--- src/rtl/core/ippt_pkg.sv ---
// Shared widths, character codes and helpers of the IPv6 prefix text parser.
// No dependencies; used by the channel interfaces and the parser top level.
package ippt_pkg;

    localparam int C_CH_W   = 8;
    localparam int C_HALF_W = 64;
    localparam int C_ADDR_W = 2 * C_HALF_W;
    localparam int C_LEN_W  = 8;

    localparam logic [C_CH_W-1:0] C_CH_AT    = 8'h40;  // '@'
    localparam logic [C_CH_W-1:0] C_CH_SLASH = 8'h2f;  // '/'
    localparam logic [C_CH_W-1:0] C_CH_COLON = 8'h3a;  // ':'

    localparam logic [9:0]          C_MAX_LEN      = 10'd128;
    localparam logic [C_HALF_W-1:0] C_PROJECT_MASK = 64'hffff_ffff_0000_0000;

    // Hex digit value in bits 3:0; bit 4 set when the character is no hex digit.
    function automatic logic [4:0] hex_value(input logic [C_CH_W-1:0] c);
        logic [4:0] v;
        v = 5'h10;
        if (c >= 8'h30 && c <= 8'h39) begin
            v = {1'b0, c[3:0]};
        end else if ((c >= 8'h61 && c <= 8'h66) || (c >= 8'h41 && c <= 8'h46)) begin
            v = {1'b0, c[3:0] + 4'd9};
        end
        return v;
    endfunction

endpackage

--- src/rtl/core/ippt_if.sv ---
// Valid/ready channels of the IPv6 prefix text parser: character in, prefix out.
// Depends on ippt_pkg for the payload widths.
interface ippt_char_if;
    import ippt_pkg::*;
    logic              valid;
    logic              ready;
    logic [C_CH_W-1:0] ch;
    logic              last;

    modport source (output valid, output ch, output last, input ready);
    modport sink   (input valid, input ch, input last, output ready);
endinterface

interface ippt_result_if;
    import ippt_pkg::*;
    logic                valid;
    logic                ready;
    logic                valid_res;
    logic [C_HALF_W-1:0] network_high;
    logic [C_HALF_W-1:0] network_low;
    logic [C_HALF_W-1:0] mask_high;
    logic [C_HALF_W-1:0] mask_low;
    logic [C_LEN_W-1:0]  prefix_length;
    logic                has_project;

    modport source (output valid, output valid_res, output network_high, output network_low,
                    output mask_high, output mask_low, output prefix_length,
                    output has_project, input ready);
    modport sink   (input valid, input valid_res, input network_high, input network_low,
                    input mask_high, input mask_low, input prefix_length,
                    input has_project, output ready);
endinterface

--- src/rtl/core/ipv6_prefix_text_parser.sv ---
// Streaming parser for [project@]ipv6/len text, one character per request.
// The final character of a string yields one result. A character is taken every
// cycle but for the stall below; the result of a string passes the input register,
// then the per-character update of the group file and the result build in one step
// into the output register. The only stall is a last character held while an
// untaken result still occupies the output register.
// Depends on ippt_pkg and the channel interfaces in ippt_if.sv.
module ipv6_prefix_text_parser (
    input  logic                  i_clk,
    input  logic                  i_rst_n,
    ippt_char_if.sink             i_char,
    ippt_result_if.source         o_result
);
    import ippt_pkg::*;

    typedef enum logic [1:0] {PH_LEAD, PH_ADDR, PH_MASK} t_phase;

    typedef struct packed {
        t_phase           phase;
        logic [31:0]      accum;
        logic [3:0]       digits;
        logic [7:0][15:0] groups;
        logic [3:0]       groups_before;
        logic [3:0]       after;
        logic             seen_abbrev;
        logic             colon_pending;
        logic [31:0]      project;
        logic             project_seen;
        logic [9:0]       length;
        logic             failed;
    } t_state;

    localparam t_state C_STATE_RESET = '{phase: PH_LEAD, default: '0};

    logic              r_in_valid;
    logic [C_CH_W-1:0] r_ch;
    logic              r_last;
    t_state            r_st, n_st;

    logic                r_out_valid;
    logic                r_valid_res;
    logic [C_HALF_W-1:0] r_net_high, r_net_low, r_mask_high, r_mask_low;
    logic [C_LEN_W-1:0]  r_len;
    logic                r_has_project;

    logic                advance;
    logic [4:0]          hexd;
    logic                is_hex, fresh, do_addr, fail_now;
    logic [31:0]         acc;

    // close of the current group
    logic [7:0][15:0]    cg_groups;
    logic [3:0]          cg_before, cg_after;
    logic                cg_fail;
    logic [3:0]          gb_after_close;

    logic                res_ok;
    logic [7:0][15:0]    res_groups;
    logic [C_ADDR_W-1:0] res_mask;
    logic [C_ADDR_W-1:0] all_ones;

    assign advance      = r_in_valid && (!r_last || !r_out_valid || o_result.ready);
    assign i_char.ready = !r_in_valid || advance;

    assign hexd   = hex_value(r_ch);
    assign is_hex = !hexd[4];
    assign fresh  = (r_st.groups_before == 4'd0) && (r_st.after == 4'd0) && !r_st.seen_abbrev;

    // Leaving the lead phase on a non-hex character keeps only the low 16 bits.
    assign acc = (r_st.phase == PH_LEAD) ? {16'h0, r_st.accum[15:0]} : r_st.accum;

    always_comb begin
        cg_groups = r_st.groups;
        cg_before = r_st.groups_before;
        cg_after  = r_st.after;
        cg_fail   = 1'b0;
        if (r_st.seen_abbrev) begin
            cg_fail = ({1'b0, r_st.groups_before} + {1'b0, r_st.after}) >= 5'd7;
            // shift the groups after '::' up by one and insert at the bottom
            for (int j = 0; j < 7; j++) begin
                if (4'(j) < r_st.after) begin
                    cg_groups[j+1] = r_st.groups[j];
                end
            end
            cg_groups[0] = acc[15:0];
            cg_after     = r_st.after + 4'd1;
        end else begin
            cg_fail = r_st.groups_before >= 4'd8;
            cg_groups[3'd7 - r_st.groups_before[2:0]] = acc[15:0];
            cg_before = r_st.groups_before + 4'd1;
        end
        gb_after_close = (r_st.digits != 4'd0) ? cg_before : r_st.groups_before;
    end

    always_comb begin
        n_st     = r_st;
        fail_now = 1'b0;
        do_addr  = 1'b0;
        if (!r_st.failed) begin
            unique case (r_st.phase)
                PH_LEAD: begin
                    if (is_hex) begin
                        if (r_st.digits >= 4'd8) begin
                            fail_now = 1'b1;
                        end else begin
                            n_st.accum  = {r_st.accum[27:0], hexd[3:0]};
                            n_st.digits = r_st.digits + 4'd1;
                        end
                    end else if (r_ch == C_CH_AT) begin
                        if (r_st.digits == 4'd0) begin
                            fail_now = 1'b1;
                        end else begin
                            n_st.project      = r_st.accum;
                            n_st.project_seen = 1'b1;
                            n_st.accum        = '0;
                            n_st.digits       = '0;
                            n_st.phase        = PH_ADDR;
                        end
                    end else if (r_st.digits > 4'd4) begin
                        fail_now = 1'b1;
                    end else begin
                        n_st.accum = acc;
                        n_st.phase = PH_ADDR;
                        do_addr    = 1'b1;
                    end
                end
                PH_ADDR: do_addr = 1'b1;
                PH_MASK: begin
                    if (!is_hex || hexd[3:0] > 4'd9 || r_st.digits >= 4'd3) begin
                        fail_now = 1'b1;
                    end else begin
                        n_st.length = 10'({r_st.length, 3'b000} + {r_st.length, 1'b0}
                                          + {9'd0, hexd[3:0]});
                        n_st.digits = r_st.digits + 4'd1;
                    end
                end
                default: fail_now = 1'b1;
            endcase

            if (do_addr) begin
                if (is_hex) begin
                    if ((r_st.colon_pending && fresh) || r_st.digits >= 4'd4) begin
                        fail_now = 1'b1;
                    end else begin
                        n_st.accum         = {16'h0, acc[11:0], hexd[3:0]};
                        n_st.digits        = r_st.digits + 4'd1;
                        n_st.colon_pending = 1'b0;
                    end
                end else if (r_ch == C_CH_COLON) begin
                    if (r_st.digits != 4'd0) begin
                        fail_now           = cg_fail;
                        n_st.groups        = cg_groups;
                        n_st.groups_before = cg_before;
                        n_st.after         = cg_after;
                        n_st.digits        = '0;
                        n_st.accum         = '0;
                        n_st.colon_pending = 1'b1;
                    end else if (r_st.colon_pending) begin
                        if (r_st.seen_abbrev || r_st.groups_before >= 4'd8) begin
                            fail_now = 1'b1;
                        end else begin
                            n_st.seen_abbrev   = 1'b1;
                            n_st.colon_pending = 1'b0;
                        end
                    end else if (fresh) begin
                        n_st.colon_pending = 1'b1;
                    end else begin
                        fail_now = 1'b1;
                    end
                end else if (r_ch == C_CH_SLASH) begin
                    if (r_st.digits != 4'd0) begin
                        fail_now           = cg_fail;
                        n_st.groups        = cg_groups;
                        n_st.groups_before = cg_before;
                        n_st.after         = cg_after;
                        n_st.accum         = '0;
                    end else if (r_st.colon_pending) begin
                        fail_now = 1'b1;
                    end
                    if (!r_st.seen_abbrev && gb_after_close != 4'd8) begin
                        fail_now = 1'b1;
                    end
                    n_st.phase  = PH_MASK;
                    n_st.digits = '0;
                    n_st.length = '0;
                end else begin
                    fail_now = 1'b1;
                end
            end
        end
        n_st.failed = r_st.failed | fail_now;
    end

    // result of a string that ends with this character
    assign all_ones = '1;
    assign res_ok   = !n_st.failed && (n_st.phase == PH_MASK) && (n_st.digits != 4'd0)
                      && (n_st.length <= C_MAX_LEN);
    assign res_mask = ~(all_ones >> n_st.length[C_LEN_W-1:0]);

    always_comb begin
        res_groups = n_st.groups;
        if (n_st.project_seen) begin
            res_groups[2] = n_st.project[15:0];
            res_groups[3] = n_st.project[31:16];
        end
    end

    always_ff @(posedge i_clk) begin
        if (!i_rst_n) begin
            r_in_valid  <= 1'b0;
            r_out_valid <= 1'b0;
            r_st        <= C_STATE_RESET;
        end else begin
            if (i_char.ready) begin
                r_in_valid <= i_char.valid;
            end
            if (advance && r_last) begin
                r_out_valid <= 1'b1;
            end else if (o_result.ready) begin
                r_out_valid <= 1'b0;
            end
            if (advance) begin
                if (r_last) begin
                    r_st <= C_STATE_RESET;
                end else begin
                    r_st <= n_st;
                end
            end
        end
        if (i_char.ready) begin
            r_ch   <= i_char.ch;
            r_last <= i_char.last;
        end
        if (advance && r_last) begin
            r_valid_res   <= res_ok;
            r_net_high    <= res_ok ? res_groups[7:4] : '0;
            r_net_low     <= res_ok ? res_groups[3:0] : '0;
            r_mask_high   <= res_ok ? res_mask[C_ADDR_W-1:C_HALF_W] : '0;
            r_mask_low    <= res_ok ? (res_mask[C_HALF_W-1:0]
                                       | (n_st.project_seen ? C_PROJECT_MASK : '0)) : '0;
            r_len         <= res_ok ? n_st.length[C_LEN_W-1:0] : '0;
            r_has_project <= res_ok && n_st.project_seen;
        end
    end

    assign o_result.valid         = r_out_valid;
    assign o_result.valid_res     = r_valid_res;
    assign o_result.network_high  = r_net_high;
    assign o_result.network_low   = r_net_low;
    assign o_result.mask_high     = r_mask_high;
    assign o_result.mask_low      = r_mask_low;
    assign o_result.prefix_length = r_len;
    assign o_result.has_project   = r_has_project;

endmodule
--- src/flat_wrapper.sv ---
// flat-port wrapper written by rule: the top's interface ports become plain ports
module ipv6_prefix_text_parser_flat import ippt_pkg::*;
  (i_clk, i_rst_n, i_char_valid, i_char_ch, i_char_last, i_char_ready, o_result_valid, o_result_valid_res, o_result_network_high, o_result_network_low, o_result_mask_high, o_result_mask_low, o_result_prefix_length, o_result_has_project, o_result_ready);
  ippt_char_if i_char_i ();
  ippt_result_if o_result_i ();
  input  logic i_clk;
  input  logic i_rst_n;
  input wire logic [$bits(i_char_i.valid)-1:0] i_char_valid;
  input wire logic [$bits(i_char_i.ch)-1:0] i_char_ch;
  input wire logic [$bits(i_char_i.last)-1:0] i_char_last;
  output wire logic [$bits(i_char_i.ready)-1:0] i_char_ready;
  output wire logic [$bits(o_result_i.valid)-1:0] o_result_valid;
  output wire logic [$bits(o_result_i.valid_res)-1:0] o_result_valid_res;
  output wire logic [$bits(o_result_i.network_high)-1:0] o_result_network_high;
  output wire logic [$bits(o_result_i.network_low)-1:0] o_result_network_low;
  output wire logic [$bits(o_result_i.mask_high)-1:0] o_result_mask_high;
  output wire logic [$bits(o_result_i.mask_low)-1:0] o_result_mask_low;
  output wire logic [$bits(o_result_i.prefix_length)-1:0] o_result_prefix_length;
  output wire logic [$bits(o_result_i.has_project)-1:0] o_result_has_project;
  input wire logic [$bits(o_result_i.ready)-1:0] o_result_ready;
  assign i_char_i.valid = i_char_valid;
  assign i_char_i.ch = i_char_ch;
  assign i_char_i.last = i_char_last;
  assign i_char_ready = i_char_i.ready;
  assign o_result_valid = o_result_i.valid;
  assign o_result_valid_res = o_result_i.valid_res;
  assign o_result_network_high = o_result_i.network_high;
  assign o_result_network_low = o_result_i.network_low;
  assign o_result_mask_high = o_result_i.mask_high;
  assign o_result_mask_low = o_result_i.mask_low;
  assign o_result_prefix_length = o_result_i.prefix_length;
  assign o_result_has_project = o_result_i.has_project;
  assign o_result_i.ready = o_result_ready;
  ipv6_prefix_text_parser u_core (.i_clk(i_clk), .i_rst_n(i_rst_n), .i_char(i_char_i), .o_result(o_result_i));
endmodule
--- config.mk ---
export PLATFORM = sky130hd
export DESIGN_NAME = ipv6_prefix_text_parser_flat
export DESIGN_NICKNAME = d
export VERILOG_FILES = /design/src/rtl/core/ippt_pkg.sv /design/src/rtl/core/ippt_if.sv /design/src/rtl/core/ipv6_prefix_text_parser.sv /design/src/flat_wrapper.sv
export SDC_FILE = /design/constraint.sdc
export NUM_CORES = 1
export LEC_CHECK = 0
export BUFFER_PORTS_ARGS = -buffer_cell sky130_fd_sc_hd__buf_2
export CAP_MARGIN = 15
export CORE_MARGIN = 4
export CORE_UTILIZATION = 55
export CTS_CLUSTER_SIZE = 20
export DETAILED_ROUTE_END_ITERATION = 10
export PLACE_DENSITY = 0.73
export SYNTH_ARGS = -nofsm -noshare
export SYNTH_HDL_FRONTEND = slang
export SYNTH_SLANG_ARGS = --single-unit
--- constraint.sdc ---
create_clock -name i_clk -period 23 [get_ports i_clk]
set_input_delay 2.3 -clock i_clk [delete_from_list [all_inputs] [get_ports i_clk]]
set_output_delay 2.3 -clock i_clk [all_outputs]
set_load 0.05 [all_outputs]
==> impl_metrics.csv <==
group,metric,value,unit
cts,cts_root_buffer,"clkbuf_16",
timing,max_slew.worst_pin.slew,1180,ps
synth,syn_inst,2523,
timing,period_minus_slack,6290,ps
cts,clock_sinks,495,
floorplan,dieWidth,217,µm
synth,synth_top_area_cell,"edfxtp_1",
cts,cts_tree,"yes",
routing,wirelength,76500,µm
finish,stdcell_area,27300,µm²
finish,final_nets,2733,
synth,syn-num-nets,2567,
cts,cts_resized,0,
worst_setup_path,path_cells,"inv_1 > ha_1 > nand2_1 > a311o_1 > a21oi_1 > nor2_1 > nor2_1 > fa_1 > ha_1 > nand3_1 > nand2_1 > xnor2_1 > mux2i_2 > buf_4 > a211o_1 > o41a_1 > a311o_2 > buf_12 > a21oi_1",
worst_setup_path,cp_top_family,"compound AO/OA/AOI/OAI gates",
cts,clk_pin_slew,60,ps
finish,multiInputGateArea,10300,µm²
finish,fillers,3567,
synth,yosysSeqAreaShare,52.9,%
worst_setup_path,arrival,6600,ps
synth,synthTopCellsByCount,"a21oi_1, edfxtp_1, a22oi_1",
placement,dp_hpwl,51000,µm
finish,drive_gt1_share,16.3,%
worst_setup_path,worst_path_max_delay_cell,"buf_12",
placement,dpl_cell_area,25600,µm²
routing,routedWlPerCell,23.0,µm
synth,yosys.area.top_type_share,34.4,%
synth,ys.warnings.count,0,
cts,postCtsSetupBuffers,0,
routing,drt_iter0_markers,2949,
worst_setup_path,crit_buf_inv,3,
synth,synth-edff-count,274,
grt,grt_pass1_vias,19500,
placement,io_buffers,280,
routing,vias_per_cell,6.31,
synth,synth_area_per_cell,9.48,µm²
worst_setup_path,required,23310,ps
timing,relSlewSlack,21.5,%
pwr,leakage,8.98,nW
cts,numCtsBuffers,51,
cts,clockBufferDepth,3,
finish,syn_to_final_growth,14.2,%
worst_setup_path,crit_path_end_kind,"flip-flop",
synth,synth_top_flop_cell,"edfxtp_1",
grt,grtUsageTotal,31.3,%
routing,drc,0,
floorplan,fp-row-count,76,
synth,async_flop_share,0,%
timing,skew,24.6,ps
floorplan,start_util,55.5,%
synth,syn-cell-area,23900,µm²
timing,hold_violations,0,
timing,finalSetupViolations,0,
status,status,"completed",
grt,grt_pass1_wl,116000,µm
routing,drtPass1Iterations,6,
floorplan,core_area,43100,µm²
floorplan,die-area,46900,µm²
finish,register_area,12700,µm²
grt,grt_start_max_net_pins,227,
timing,fmax,159,MHz
routing,vias,20900,
timing,rsz0062_at_grt,"false",
synth,synth_cell_types,71,
placement,place_congestion,0.931,
grt,antenna_found_initial,1,
synth,synthTopCellsByArea,"edfxtp_1, dfxtp_1, a22oi_1",
cts,cts_hold_buffers,0,
grt,grt-ovfl-total,0,
timing,fin_crit_sh,27.4,%
pwr,vdd.ir_drop.worst,0.0516,mV
worst_hold_path,hold_path_class,"flip-flop to flip-flop",
timing,drv_slew,0,
worst_setup_path,crit_path_start_kind,"flip-flop",
worst_setup_path,critPathMaxStageDelay,790,ps
pwr,powerDensity,68.7,nW/µm²
worst_setup_path,crit_fanout,226,
worst_setup_path,r2r_setup_slack,16710,ps
job,drv_cap,0,
floorplan,die_y,217,µm
synth,ys_ff_latch,495,
floorplan,num_io_pins,281,
timing,setup_tns,0,ps
worst_setup_path,crit_type,"flip-flop to flip-flop",
routing,ant_nets,0,
synth,synth_most_common_cell,"a21oi_1",
cts,htreeDepth,2,
cts,clk_latency,610,ps
## worst register-to-register path, stage by stage (launching register included)
cell,delay [ps]
edfxtp_1,460
inv_1,120
ha_1,180
nand2_1,60
a311o_1,390
a21oi_1,440
nor2_1,330
nor2_1,220
fa_1,470
ha_1,290
nand3_1,100
nand2_1,70
xnor2_1,140
mux2i_2,140
buf_4,270
a211o_1,440
o41a_1,240
a311o_2,660
buf_12,790
a21oi_1,210
## registers in the layout (all words and copies together) (netlist names), 7 cells and up
register and cells:
u_core.o_result.mask_high 64, u_core.o_result.mask_low 64, u_core.o_result.network_high 64, u_core.o_result.network_low 64, u_core.o_result.prefix_length 7, u_core.r_ch 8, u_core.r_st 219
## per-layer routing
metal / track usage (%) / wire length [µm] / vias to the layer above
met5: 0 / 13 / -
met4: 9.62 / 2490 / 2
met3: 6.39 / 8200 / 159
met2: 48.4 / 34700 / 1215
met1: 44.6 / 31100 / 10100
li1: - / - / 9465
## area by class of cell
| cell class | count | area share (%) |
|---|---|---|
| tap | 585 | 2.68 |
| clock buffer | 69 | 5.45 |
| timing repair buffer | 334 | 6.70 |
| multi-input combinational | 1777 | 37.7 |
| clock inverter | 27 | 0.760 |
| antenna | 1 | 0.00916 |
| sequential | 495 | 46.3 |
| inverter | 30 | 0.412 |
## path summary, 6_finish.rpt
kind                        from                           to  cells past startpoint
setup reg to reg  u_core.r_ch[0]  u_core.o_result.mask_low[5]                     19
setup / recovery  u_core.r_ch[0]  u_core.o_result.mask_low[5]                     19
hold / removal    u_core.r_st[9]               u_core.r_st[9]                      2
hold reg to reg   u_core.r_st[9]               u_core.r_st[9]                      2
## through the flow
stage | setup slack [ps] | hold slack, ps | cells | utilization, % | power [mW]
2_1_floorplan | 13670 | 453 | 2523 | - | 1.03
3_3_place_gp | 17010 | 469 | 3212 | 59.3 | 1.05
3_5_place_dp | 16790 | 469 | 3215 | 59.4 | 1.06
4_1_cts | 16780 | 478 | 3311 | 63.3 | 1.88
5_1_grt | 16130 | 520 | 3317 | 63.4 | 1.93
6_report | 16710 | 477 | 3318 | 63.4 | 1.88
## kinds of logic after synthesis
family                     share of synthesized area, %
buffers and inverters                              4.27
and+or+nand+nor                                    18.1
adders and majority gates                          1.72
AOI/OAI and AO/OA                                  22.2
DFF                                                52.9
muxes                                             0.350
xor gates and xnor gates                          0.476
## placed cells by master (no fill, tap or decap), types with 55 or more instances in the layout
cell / instances
buf_2: 280
a21oi_1: 277
edfxtp_1: 274
a22oi_1: 263
nor2b_1: 233
nand2_1: 229
nor2_1: 226
dfxtp_1: 220
o21ai_0: 142
clkbuf_16: 55
## power by group
group          total, mW  leakage, nW  switching [mW]  internal, mW
Sequential         0.946         4.47         0.00685         0.939
Combinational     0.0916         3.67          0.0722        0.0194
Clock              0.839        0.837           0.361         0.479
Note: power is estimated with default switching activity, not from simulation.
